$ cat config.mk
export PLATFORM = sky130hd
export DESIGN_NAME = key_value_string_extractor_top
export DESIGN_NICKNAME = d
export VERILOG_FILES = /design/src/rtl/core/kvse_pkg.sv /design/src/rtl/core/kvse_front.sv /design/src/rtl/core/kvse_fifo.sv /design/src/rtl/core/kvse_back.sv /design/src/rtl/core/key_value_string_extractor_top.sv
export SDC_FILE = /design/constraint.sdc
export NUM_CORES = 1
export LEC_CHECK = 0
export ABC_AREA = 1
export BUFFER_PORTS_ARGS = -buffer_cell sky130_fd_sc_hd__buf_4
export CELL_PAD_IN_SITES_DETAIL_PLACEMENT = 1
export CELL_PAD_IN_SITES_GLOBAL_PLACEMENT = 2
export CORE_UTILIZATION = 40
export DETAILED_ROUTE_END_ITERATION = 7
export GPL_TIMING_DRIVEN = 0
export PLACE_DENSITY_LB_ADDON = 0.08
export REMOVE_ABC_BUFFERS = 1
export SETUP_SLACK_MARGIN = 0.2
export SKIP_CTS_REPAIR_TIMING = 1
export SYNTH_ARGS = -nofsm -noshare
export SYNTH_HDL_FRONTEND = slang
export SYNTH_SLANG_ARGS = --single-unit
export TNS_END_PERCENT = 1
$ cat constraint.sdc
create_clock -name clk -period 19.75 [get_ports clk]
set_input_delay 1.975 -clock clk [delete_from_list [all_inputs] [get_ports clk]]
set_output_delay 1.975 -clock clk [all_outputs]
set_load 0.05 [all_outputs]
$ cat src/rtl/core/kvse_pkg.sv
// Shared types, constants and helpers for the key/value string extractor.
package kvse_pkg;

	localparam int KEY_MAX_DEF   = 32;
	localparam int DELIM_MAX_DEF = 4;
	localparam int QDEPTH        = 2;

	localparam logic OP_KEY  = 1'b0;
	localparam logic OP_DICT = 1'b1;

	localparam logic KIND_VALUE  = 1'b0;
	localparam logic KIND_STATUS = 1'b1;

	localparam logic [1:0] ST_FOUND   = 2'd0;
	localparam logic [1:0] ST_NULL    = 2'd1;
	localparam logic [1:0] ST_INVALID = 2'd2;

	localparam logic [2:0] REG_ISEP     = 3'd0;
	localparam logic [2:0] REG_ISEP_LEN = 3'd1;
	localparam logic [2:0] REG_PSEP     = 3'd2;
	localparam logic [2:0] REG_PSEP_LEN = 3'd3;

	typedef enum logic [3:0] {
		PH_PREFIX = 4'b0001,
		PH_SKIP   = 4'b0010,
		PH_VALUE  = 4'b0100,
		PH_DONE   = 4'b1000
	} phase_t;

	// results of one item: bytes src[a-1] for a = hi down to lo, then optional status
	typedef struct packed {
		logic [31:0] src;
		logic [2:0]  hi;
		logic [2:0]  lo;
		logic        has_status;
		logic [1:0]  status;
	} res_t;

	function automatic logic [7:0] byte_at(input logic [31:0] w, input logic [1:0] i);
		return w[8*i +: 8];
	endfunction

endpackage

$ cat src/rtl/core/kvse_front.sv
// Front part: key load, dictionary scan state and result bundle build.
module kvse_front #(
	parameter int KEY_MAX   = kvse_pkg::KEY_MAX_DEF,
	parameter int DELIM_MAX = kvse_pkg::DELIM_MAX_DEF
) (
	input  logic           clk,
	input  logic           arst_n,
	input  logic           acc,
	input  logic           opcode,
	input  logic [7:0]     data_byte,
	input  logic           is_final,
	input  logic           no_byte,
	input  logic           cfg_we,
	input  logic [2:0]     cfg_index,
	input  logic [31:0]    cfg_data,
	output logic           push,
	output kvse_pkg::res_t push_data
);
	import kvse_pkg::*;

	localparam int POS_CAP = KEY_MAX + 3 * DELIM_MAX;
	localparam int PW      = $clog2(POS_CAP + 2);
	localparam int KLW     = $clog2(KEY_MAX + 1);
	localparam int KIW     = (KEY_MAX > 1) ? $clog2(KEY_MAX) : 1;
	localparam int CAP     = (DELIM_MAX < 4) ? DELIM_MAX : 4;

	logic [31:0]    isep_q, psep_q;
	logic [2:0]     isep_len_q, psep_len_q;
	logic [7:0]     key_mem_q [KEY_MAX];
	logic [KLW-1:0] key_len_q;
	logic           key_ovf_q, key_closed_q;
	logic [23:0]    recent_q;
	logic [PW-1:0]  pos_q;
	phase_t         phase_q;
	logic [1:0]     held_q;
	logic           found_q, row_active_q, dict_seen_q;

	logic [KLW-1:0] key_len_n;
	logic           key_ovf_n, key_closed_n;
	logic [23:0]    recent_n;
	logic [PW-1:0]  pos_n;
	phase_t         phase_n;
	logic [1:0]     held_n;
	logic           found_n, row_active_n, dict_seen_n;
	logic           kwe;
	logic [KIW-1:0] kaddr;

	logic [2:0]     li, lp;
	logic           seps_eq, enabled, win, is_sep;
	logic [31:0]    hist;
	logic [PW-1:0]  count, kd, vc, klen_ext;
	logic [7:0]     expect_b;
	logic [2:0]     h0, hsel, hraw, hfin, held_p1;
	logic [3:1]     pm;
	res_t           res;

	always_comb begin
		li = (isep_len_q > 3'(CAP)) ? 3'(CAP) : isep_len_q;
		lp = (psep_len_q > 3'(CAP)) ? 3'(CAP) : psep_len_q;
		hist = {recent_q, data_byte};
		seps_eq = (li == lp);
		win = 1'b1;
		for (int i = 0; i < 4; i++) begin
			if (3'(i) < li && byte_at(isep_q, 2'(i)) != byte_at(psep_q, 2'(i)))
				seps_eq = 1'b0;
			if (3'(i) < li && byte_at(isep_q, 2'(i)) != byte_at(hist, 2'(li - 3'(i) - 3'd1)))
				win = 1'b0;
		end
		pm = '1;
		for (int h = 1; h < 4; h++)
			for (int i = 0; i < h; i++)
				if (byte_at(isep_q, 2'(i)) != byte_at(hist, 2'(h - 1 - i)))
					pm[h] = 1'b0;
		enabled = (key_len_q != '0) && !key_ovf_q && (li != 3'd0) && (lp != 3'd0) && !seps_eq;
		klen_ext = PW'(key_len_q);
		count = pos_q + PW'(1);
		kd = klen_ext + PW'(lp);
		vc = (count > kd) ? count - kd : '0;
		is_sep = (count >= PW'(li)) && win;
		expect_b = (pos_q < klen_ext) ? key_mem_q[pos_q[KIW-1:0]]
			: byte_at(psep_q, 2'(pos_q - klen_ext));
		h0 = (vc < PW'(li - 3'd1)) ? 3'(vc) : li - 3'd1;
		hsel = 3'd0;
		for (int h = 1; h < 4; h++)
			if (3'(h) <= h0 && pm[h])
				hsel = 3'(h);
		hraw = (vc + PW'(1) < PW'(li)) ? 3'(vc) : hsel;
		held_p1 = {1'b0, held_q} + 3'd1;
		hfin = (hraw > held_p1) ? held_p1 : hraw;

		key_len_n = key_len_q;
		key_ovf_n = key_ovf_q;
		key_closed_n = key_closed_q;
		recent_n = recent_q;
		pos_n = pos_q;
		phase_n = phase_q;
		held_n = held_q;
		found_n = found_q;
		row_active_n = row_active_q;
		dict_seen_n = dict_seen_q;
		kwe = 1'b0;
		kaddr = '0;
		res.src = hist;
		res.hi = 3'd0;
		res.lo = 3'd1;
		res.has_status = is_final;
		res.status = ST_NULL;
		push = 1'b0;

		if (acc && opcode == OP_KEY) begin
			if (!row_active_q) begin
				if (key_closed_q) begin
					key_len_n = '0;
					key_ovf_n = 1'b0;
					key_closed_n = 1'b0;
				end
				if (!no_byte) begin
					if (key_len_n < KLW'(KEY_MAX)) begin
						kwe = 1'b1;
						kaddr = key_len_n[KIW-1:0];
						key_len_n = key_len_n + KLW'(1);
					end else begin
						key_ovf_n = 1'b1;
					end
				end
				if (is_final)
					key_closed_n = 1'b1;
			end
		end else if (acc) begin
			if (!no_byte) begin
				dict_seen_n = 1'b1;
				recent_n = hist[23:0];
				if (enabled && phase_q != PH_DONE) begin
					if (is_sep) begin
						if (phase_q == PH_VALUE && count - PW'(li) >= kd) begin
							phase_n = PH_DONE;
							found_n = 1'b1;
						end else begin
							phase_n = PH_PREFIX;
						end
						pos_n = '0;
						held_n = 2'd0;
					end else begin
						pos_n = (count > PW'(POS_CAP)) ? PW'(POS_CAP) : count;
						case (phase_q)
							PH_PREFIX: begin
								if (pos_q >= kd || data_byte != expect_b)
									phase_n = PH_SKIP;
								else if (count == kd) begin
									phase_n = PH_VALUE;
									held_n = 2'd0;
								end
							end
							PH_VALUE: begin
								res.hi = held_p1;
								res.lo = is_final ? 3'd1 : hfin + 3'd1;
								held_n = 2'(hfin);
							end
							default: ;
						endcase
					end
				end
			end else if (is_final && enabled && phase_q == PH_VALUE) begin
				res.src = {8'h00, recent_q};
				res.hi = {1'b0, held_q};
			end
			if (is_final && enabled && phase_n == PH_VALUE)
				found_n = 1'b1;
			if (key_len_q == '0 || !dict_seen_n || li == 3'd0 || lp == 3'd0)
				res.status = ST_NULL;
			else if (seps_eq || key_ovf_q)
				res.status = ST_INVALID;
			else
				res.status = found_n ? ST_FOUND : ST_NULL;
			push = is_final || (res.hi >= res.lo);
			if (is_final) begin
				recent_n = '0;
				pos_n = '0;
				phase_n = PH_PREFIX;
				held_n = 2'd0;
				found_n = 1'b0;
				row_active_n = 1'b0;
				dict_seen_n = 1'b0;
				key_len_n = '0;
				key_ovf_n = 1'b0;
				key_closed_n = 1'b0;
			end else begin
				row_active_n = 1'b1;
			end
		end
		push_data = res;
	end

	always_ff @(posedge clk) begin
		if (kwe)
			key_mem_q[kaddr] <= data_byte;
	end

	always_ff @(posedge clk or negedge arst_n) begin
		if (!arst_n) begin
			isep_q <= 32'h3B;
			isep_len_q <= 3'd1;
			psep_q <= 32'h3A;
			psep_len_q <= 3'd1;
			key_len_q <= '0;
			key_ovf_q <= 1'b0;
			key_closed_q <= 1'b0;
			recent_q <= '0;
			pos_q <= '0;
			phase_q <= PH_PREFIX;
			held_q <= 2'd0;
			found_q <= 1'b0;
			row_active_q <= 1'b0;
			dict_seen_q <= 1'b0;
		end else begin
			key_len_q <= key_len_n;
			key_ovf_q <= key_ovf_n;
			key_closed_q <= key_closed_n;
			recent_q <= recent_n;
			pos_q <= pos_n;
			phase_q <= phase_n;
			held_q <= held_n;
			found_q <= found_n;
			row_active_q <= row_active_n;
			dict_seen_q <= dict_seen_n;
			if (cfg_we && !row_active_q) begin
				case (cfg_index)
					REG_ISEP:     isep_q <= cfg_data;
					REG_ISEP_LEN: isep_len_q <= cfg_data[2:0];
					REG_PSEP:     psep_q <= cfg_data;
					REG_PSEP_LEN: psep_len_q <= cfg_data[2:0];
					default: ;
				endcase
			end
		end
	end

endmodule

$ cat src/rtl/core/kvse_fifo.sv
// Short queue of result bundles between front and back.
module kvse_fifo (
	input  logic           clk,
	input  logic           arst_n,
	input  logic           push,
	input  kvse_pkg::res_t wdata,
	input  logic           pop,
	output kvse_pkg::res_t rdata,
	output logic           empty,
	output logic           full
);
	import kvse_pkg::*;

	localparam int AW = (QDEPTH > 1) ? $clog2(QDEPTH) : 1;
	localparam int CW = $clog2(QDEPTH + 1);

	res_t          mem_q [QDEPTH];
	logic [AW-1:0] wr_q, rd_q;
	logic [CW-1:0] cnt_q;

	assign empty = (cnt_q == '0);
	assign full  = (cnt_q == CW'(QDEPTH));
	assign rdata = mem_q[rd_q];

	always_ff @(posedge clk) begin
		if (push)
			mem_q[wr_q] <= wdata;
	end

	always_ff @(posedge clk or negedge arst_n) begin
		if (!arst_n) begin
			wr_q <= '0;
			rd_q <= '0;
			cnt_q <= '0;
		end else begin
			if (push)
				wr_q <= (wr_q == AW'(QDEPTH - 1)) ? '0 : wr_q + AW'(1);
			if (pop)
				rd_q <= (rd_q == AW'(QDEPTH - 1)) ? '0 : rd_q + AW'(1);
			if (push && !pop)
				cnt_q <= cnt_q + CW'(1);
			else if (pop && !push)
				cnt_q <= cnt_q - CW'(1);
		end
	end

endmodule

$ cat src/rtl/core/kvse_back.sv
// Back part: unpacks result bundles into single output transfers.
module kvse_back (
	input  logic           clk,
	input  logic           arst_n,
	input  kvse_pkg::res_t head,
	input  logic           empty,
	output logic           pop,
	output logic           out_valid,
	input  logic           out_ready,
	output logic           kind,
	output logic [7:0]     value_byte,
	output logic [1:0]     status,
	output logic           run_end
);
	import kvse_pkg::*;

	res_t       cur_q;
	logic [2:0] a_q;
	logic       busy_q;
	logic       is_stat, last, adv;

	always_comb begin
		is_stat = (a_q < cur_q.lo);
		last = is_stat || (a_q == cur_q.lo && !cur_q.has_status);
		kind = is_stat ? KIND_STATUS : KIND_VALUE;
		value_byte = is_stat ? 8'h00 : byte_at(cur_q.src, 2'(a_q - 3'd1));
		status = is_stat ? cur_q.status : ST_FOUND;
		run_end = last;
		out_valid = busy_q;
		adv = busy_q && out_ready;
		pop = !empty && (!busy_q || (adv && last));
	end

	always_ff @(posedge clk) begin
		if (pop)
			cur_q <= head;
	end

	always_ff @(posedge clk or negedge arst_n) begin
		if (!arst_n) begin
			busy_q <= 1'b0;
			a_q <= 3'd0;
		end else if (pop) begin
			busy_q <= 1'b1;
			a_q <= head.hi;
		end else if (adv) begin
			if (last)
				busy_q <= 1'b0;
			else
				a_q <= a_q - 3'd1;
		end
	end

endmodule

$ cat src/rtl/core/key_value_string_extractor_top.sv
// Top level of the key/value string extractor.
//  channel | direction | handshake            | payload
//  in      | in        | in_valid / in_ready   | opcode, data_byte, is_final, no_byte
//  out     | out       | out_valid / out_ready | kind, value_byte, status, run_end
//  cfg     | in        | cfg_valid / cfg_ready | cfg_index, cfg_data
// One input item per cycle through the front; each item leaves 0 to 5 results.
// The back sends one result per cycle while out_ready is high, one item at a time;
// the two-entry bundle queue absorbs bursts, in_ready drops only when it is full.
// Reset clears all control state and loads the default separators ';' and ':'.
// Config writes are always taken (cfg_ready is high) and dropped mid-row.
module key_value_string_extractor_top #(
	parameter int KEY_MAX   = kvse_pkg::KEY_MAX_DEF,
	parameter int DELIM_MAX = kvse_pkg::DELIM_MAX_DEF
) (
	input  logic        clk,
	input  logic        arst_n,
	input  logic        in_valid,
	output logic        in_ready,
	input  logic        opcode,
	input  logic [7:0]  data_byte,
	input  logic        is_final,
	input  logic        no_byte,
	output logic        out_valid,
	input  logic        out_ready,
	output logic        kind,
	output logic [7:0]  value_byte,
	output logic [1:0]  status,
	output logic        run_end,
	input  logic        cfg_valid,
	output logic        cfg_ready,
	input  logic [2:0]  cfg_index,
	input  logic [31:0] cfg_data
);
	import kvse_pkg::*;

	logic acc, push, pop, empty, full;
	res_t push_data, head;

	assign in_ready  = !full;
	assign acc       = in_valid && in_ready;
	assign cfg_ready = 1'b1;

	kvse_front #(.KEY_MAX(KEY_MAX), .DELIM_MAX(DELIM_MAX)) u_front (
		.clk, .arst_n, .acc, .opcode, .data_byte, .is_final, .no_byte,
		.cfg_we(cfg_valid), .cfg_index, .cfg_data, .push, .push_data
	);

	kvse_fifo u_fifo (
		.clk, .arst_n, .push, .wdata(push_data), .pop, .rdata(head), .empty, .full
	);

	kvse_back u_back (
		.clk, .arst_n, .head, .empty, .pop, .out_valid, .out_ready,
		.kind, .value_byte, .status, .run_end
	);

endmodule

==> results summary <==
The root buffer cell is sky130_fd_sc_hd__clkbuf_16. The final critical path time including I/O delays and setup is 9090 ps. The min-delay analysis places its worst path in the category flop to flop.

Entering global routing, the biggest net connects between 80 and 90 pins. The count of cells in the finished layout, fillers not included, comes to 3,386. The max-cap check violation count came out at 0. Of all cell types, the one taking the most synthesized area is sky130_fd_sc_hd__edfxtp_1.

The distinct cell type count after synthesis came out at 67. The total routing usage reported by global routing came out at 24.3%. The final layout contains routed wiring with a total length of 75,300 um. The type of element launching the critical path is a flop. For this design the top-level I/O count stands at 66. The total standard cell area after synthesis came out at 24,700 um2. Summed over its instances, the top area cell type makes up 45.7% of the synthesized netlist area. The number of buffer cells added on primary ports came out at 64.

The worst max-slew margin expressed relative to the limit is 20.0%. Counting the buffers created by CTS gives 55. The first global-routing pass estimated 115,000 um of wire. The actual transition at the worst max-transition pin came out at 1200 ps. The final weighted congestion in routability-driven placement came out at 0.833. The die boundary height is 250 um. The number of rows in the core area came out at 90.

For this configuration, the core starts out at a cell density of about two fifths. The maximum resistive drop on vdd came out at 0.000111 V. Setup violations remaining at the end of the flow were counted as 0. The die boundary width came out at 250 um.

The share of the clock period used by the worst path after layout is 46.0%. In the final layout, the multi-input gates occupy 8920 um2. The number of antenna violations at the first check in global routing is 0. On the worst path, the slowest cell contributes a delay of 980 ps. The highest achievable clock rate came out at roughly 0.11 GHz. The number of standard cells after synthesis is 2,556. Registers take between 10,000 and 15,000 um2.

STA classifies the critical path endpoint as a flop. The count of antenna diodes in the layout came out at 0. The start-to-end type of the worst setup path is flop to flop.

The library cell appearing most often on the critical path is sky130_fd_sc_hd__inv_1. The number of global-route vias before repair came out at 18.8k. Data arrives at the worst endpoint at 9390 ps. The number of synthesis warnings came out at 0. The number of vias per cell is 5.41. The max-slew violation count is 0. The placed cell count came out at 3,283. Among all flip-flop cells after synthesis, the most frequent one is sky130_fd_sc_hd__edfxtp_1. Each instance of the synthesized netlist takes up on average 9.66 um2. The slowest stage of the critical path belongs to the cell sky130_fd_sc_hd__dfrtp_2. The area of the core region is 60,700 um2. The share of synthesized area occupied by flip-flops and latches is 58.5%. In this run, the number of DRC markers left after iteration 0 of detailed routing was approximately 1.4k. The insertion delay of the later-clocked pin in the worst-skew pair came out at 620 ps. The final setup TNS came out at 0 ps. STA puts the critical path data required time at 20,060 ps. The remaining global-route overflow came out at 0. The cell type group with the largest total delay on the critical path is simple AND/OR/NAND/NOR gates. The post-detailed-placement half-perimeter wirelength is 51,600 um. In this run, synthesis produced a sequential element count of 501.

The flow ran to the end, and the final reports show no timing, DRC or antenna violations. The die covers 62,700 um2. TritonCTS built the clock tree. The residual DRC count came out at 0. The filler cell count is ~6.7k. The H-tree depth is 2. The fraction of synthesis flops using an asynchronous set or reset pin came out at 25.0%. The wire length per cell is 22.2 um. The number of optimization iterations in the first detailed-route pass came out at 5. The leakage power total is between 10 and 15 nW.

CTS saw 501 sinks. The number of flops mapped to enable cells by yosys is 376. The number of nets at the end of the flow is around 2.7k.

The total power density per cell area came out at 161 nW/um2. Setup repair after global routing left no endpoint under its margin. In the final layout, the share of cells above drive strength 1 is 9.72%.

The area added between synthesis and finish came out at 12.6%. The number of buffers and inverters on the critical path is 11. The buffer levels on the longest clock path came out at 3. The count of endpoints failing hold in the final timing report was 0. The maximum net fanout on the critical path came out at 30. The post-detailed-route count of antenna-violating nets came out at 0. Clock-pin slew was measured on the worst setup and hold paths at 60 ps.

The worst-case clock skew came out at approximately 19 ps. Ranked by total cell area, the synthesized netlist is headed by sky130_fd_sc_hd__edfxtp_1, sky130_fd_sc_hd__dfrtp_1, sky130_fd_sc_hd__nand2_1, sky130_fd_sc_hd__o21ai_0, sky130_fd_sc_hd__nor2_1. The vias after detailed routing is 18.3k.
## state kept, by name (all words and copies together), names as in the netlist, 2 cells and up
signal              cells
u_front.held_q          2
u_front.psep_len_q      3
u_front.key_mem_q     256
u_fifo.mem_q           82
u_front.isep_len_q      3
u_front.recent_q       24
u_back.cur_q           38
u_front.phase_q         4
u_fifo.cnt_q            2
u_front.pos_q           6
u_front.key_len_q       6
u_front.psep_q         32
u_front.isep_q         32
u_back.a_q              3
## layout make-up
class / count / share of cell area, %
Multi-Input combinational cell: 1699 / 32.1
Timing Repair Buffer: 76 / 2.72
Clock buffer: 74 / 5.42
Clock inverter: 29 / 1.27
Inverter: 225 / 3.06
Tap cell: 782 / 3.52
Sequential cell: 501 / 51.9
## routing by layer
| layer | share of wire, % | track usage (%) | up-vias |
|---|---|---|---|
| met2 | 45 | 37.6 | 342 |
| met4 | 1.7 | 5.05 | 0 |
| met5 | 0 | 0 | - |
| met3 | 4.8 | 3.54 | 71 |
| met1 | 49 | 36.1 | 9187 |
| li1 | - | - | 8711 |
## cells in the final DEF (no fill, tap or decap), drive strengths merged, types with 13 or more instances in the layout
cell      n
xnor2    48
inv     224
nand4    27
o21ai   335
xor2     55
nor3     26
buf      76
dfrtp   113
clkinv   20
nand3   110
clkbuf   74
edfxtp  376
nand2   585
a221oi   13
o221ai   15
ha       47
a21oi    76
or2      15
nor2    252
## cells in the mapped netlist, types with 23 or more instances
cell	instances
sky130_fd_sc_hd__nand2_1	568
sky130_fd_sc_hd__edfxtp_1	376
sky130_fd_sc_hd__o21ai_0	325
sky130_fd_sc_hd__nor2_1	247
sky130_fd_sc_hd__inv_1	211
sky130_fd_sc_hd__dfrtp_1	113
sky130_fd_sc_hd__nand3_1	102
sky130_fd_sc_hd__clkbuf_1	96
sky130_fd_sc_hd__a21oi_1	76
sky130_fd_sc_hd__xor2_1	55
sky130_fd_sc_hd__xnor2_1	48
sky130_fd_sc_hd__ha_1	47
sky130_fd_sc_hd__nand4_1	24
sky130_fd_sc_hd__nor3_1	23
## report_power, final
group | switching (mW) | leakage (nW) | internal (mW)
combinational | 1.31 | 4.98 | 0.635
clock | 0.427 | 0.898 | 0.627
sequential | 0.170 | 5.01 | 1.31
total | 1.91 | 10.9 | 2.57
## stage by stage
step / util [%] / worst slack [ps] / area, um2 / power (mW) / hold WS (ps)
final: 45.8 / 10660 / 27800 / 4.48 / 487
after global routing: 45.8 / 9900 / 27800 / 4.81 / 524
after CTS: 45.8 / 10600 / 27800 / 4.54 / 491
after detailed placement: 42.8 / 10660 / 25900 / 3.47 / 476
after global placement: 42.2 / 2050 / 25600 / 3.40 / 470
after floorplan: - / 8680 / 24200 / 2.79 / 453
## cell families (layout without fill, tap and decap cells)
| logic type | Yosys count | after routing | synth area share, % |
|---|---|---|---|
| compound gates | 510 | 510 | 11.7 |
| xor+xnor | 103 | 103 | 3.65 |
| fa+ha+maj | 52 | 52 | 2.75 |
| buf+inv | 356 | 404 | 5.59 |
| flops | 501 | 501 | 58.5 |
| mux | 4 | 4 | 0.162 |
| other cells | 1 | 1 | 0.0152 |
| simple gates | 1029 | 1029 | 17.7 |
## final timing paths
check | startpoint | endpoint | slack (ps) | depth (start not counted)
worst max-delay path | u_front.pos_q[1] | u_fifo.mem_q[1][31] | 10660 | 40
worst min-delay path | u_front.psep_q[7] | u_front.psep_q[7] | 490 | 2
worst max register to register | u_front.pos_q[1] | u_fifo.mem_q[1][31] | 10660 | 40
worst min register to register | u_front.psep_q[7] | u_front.psep_q[7] | 490 | 2
max in group asynchronous | arst_n | u_front.psep_q[3] | 17490 | 2
min in group asynchronous | arst_n | u_fifo.wr_q | 1390 | 1
## worst reg2reg max path, delay by kind of cell (launching register included)
family / cells / cell delay [ps]
compound gates: 5 / 1040
xor+xnor: 2 / 560
fa+ha+maj: 6 / 1680
buf+inv: 11 / 1810
flops: 1 / 980
simple gates: 16 / 2670
Note: power is estimated with default switching activity, not from simulation.
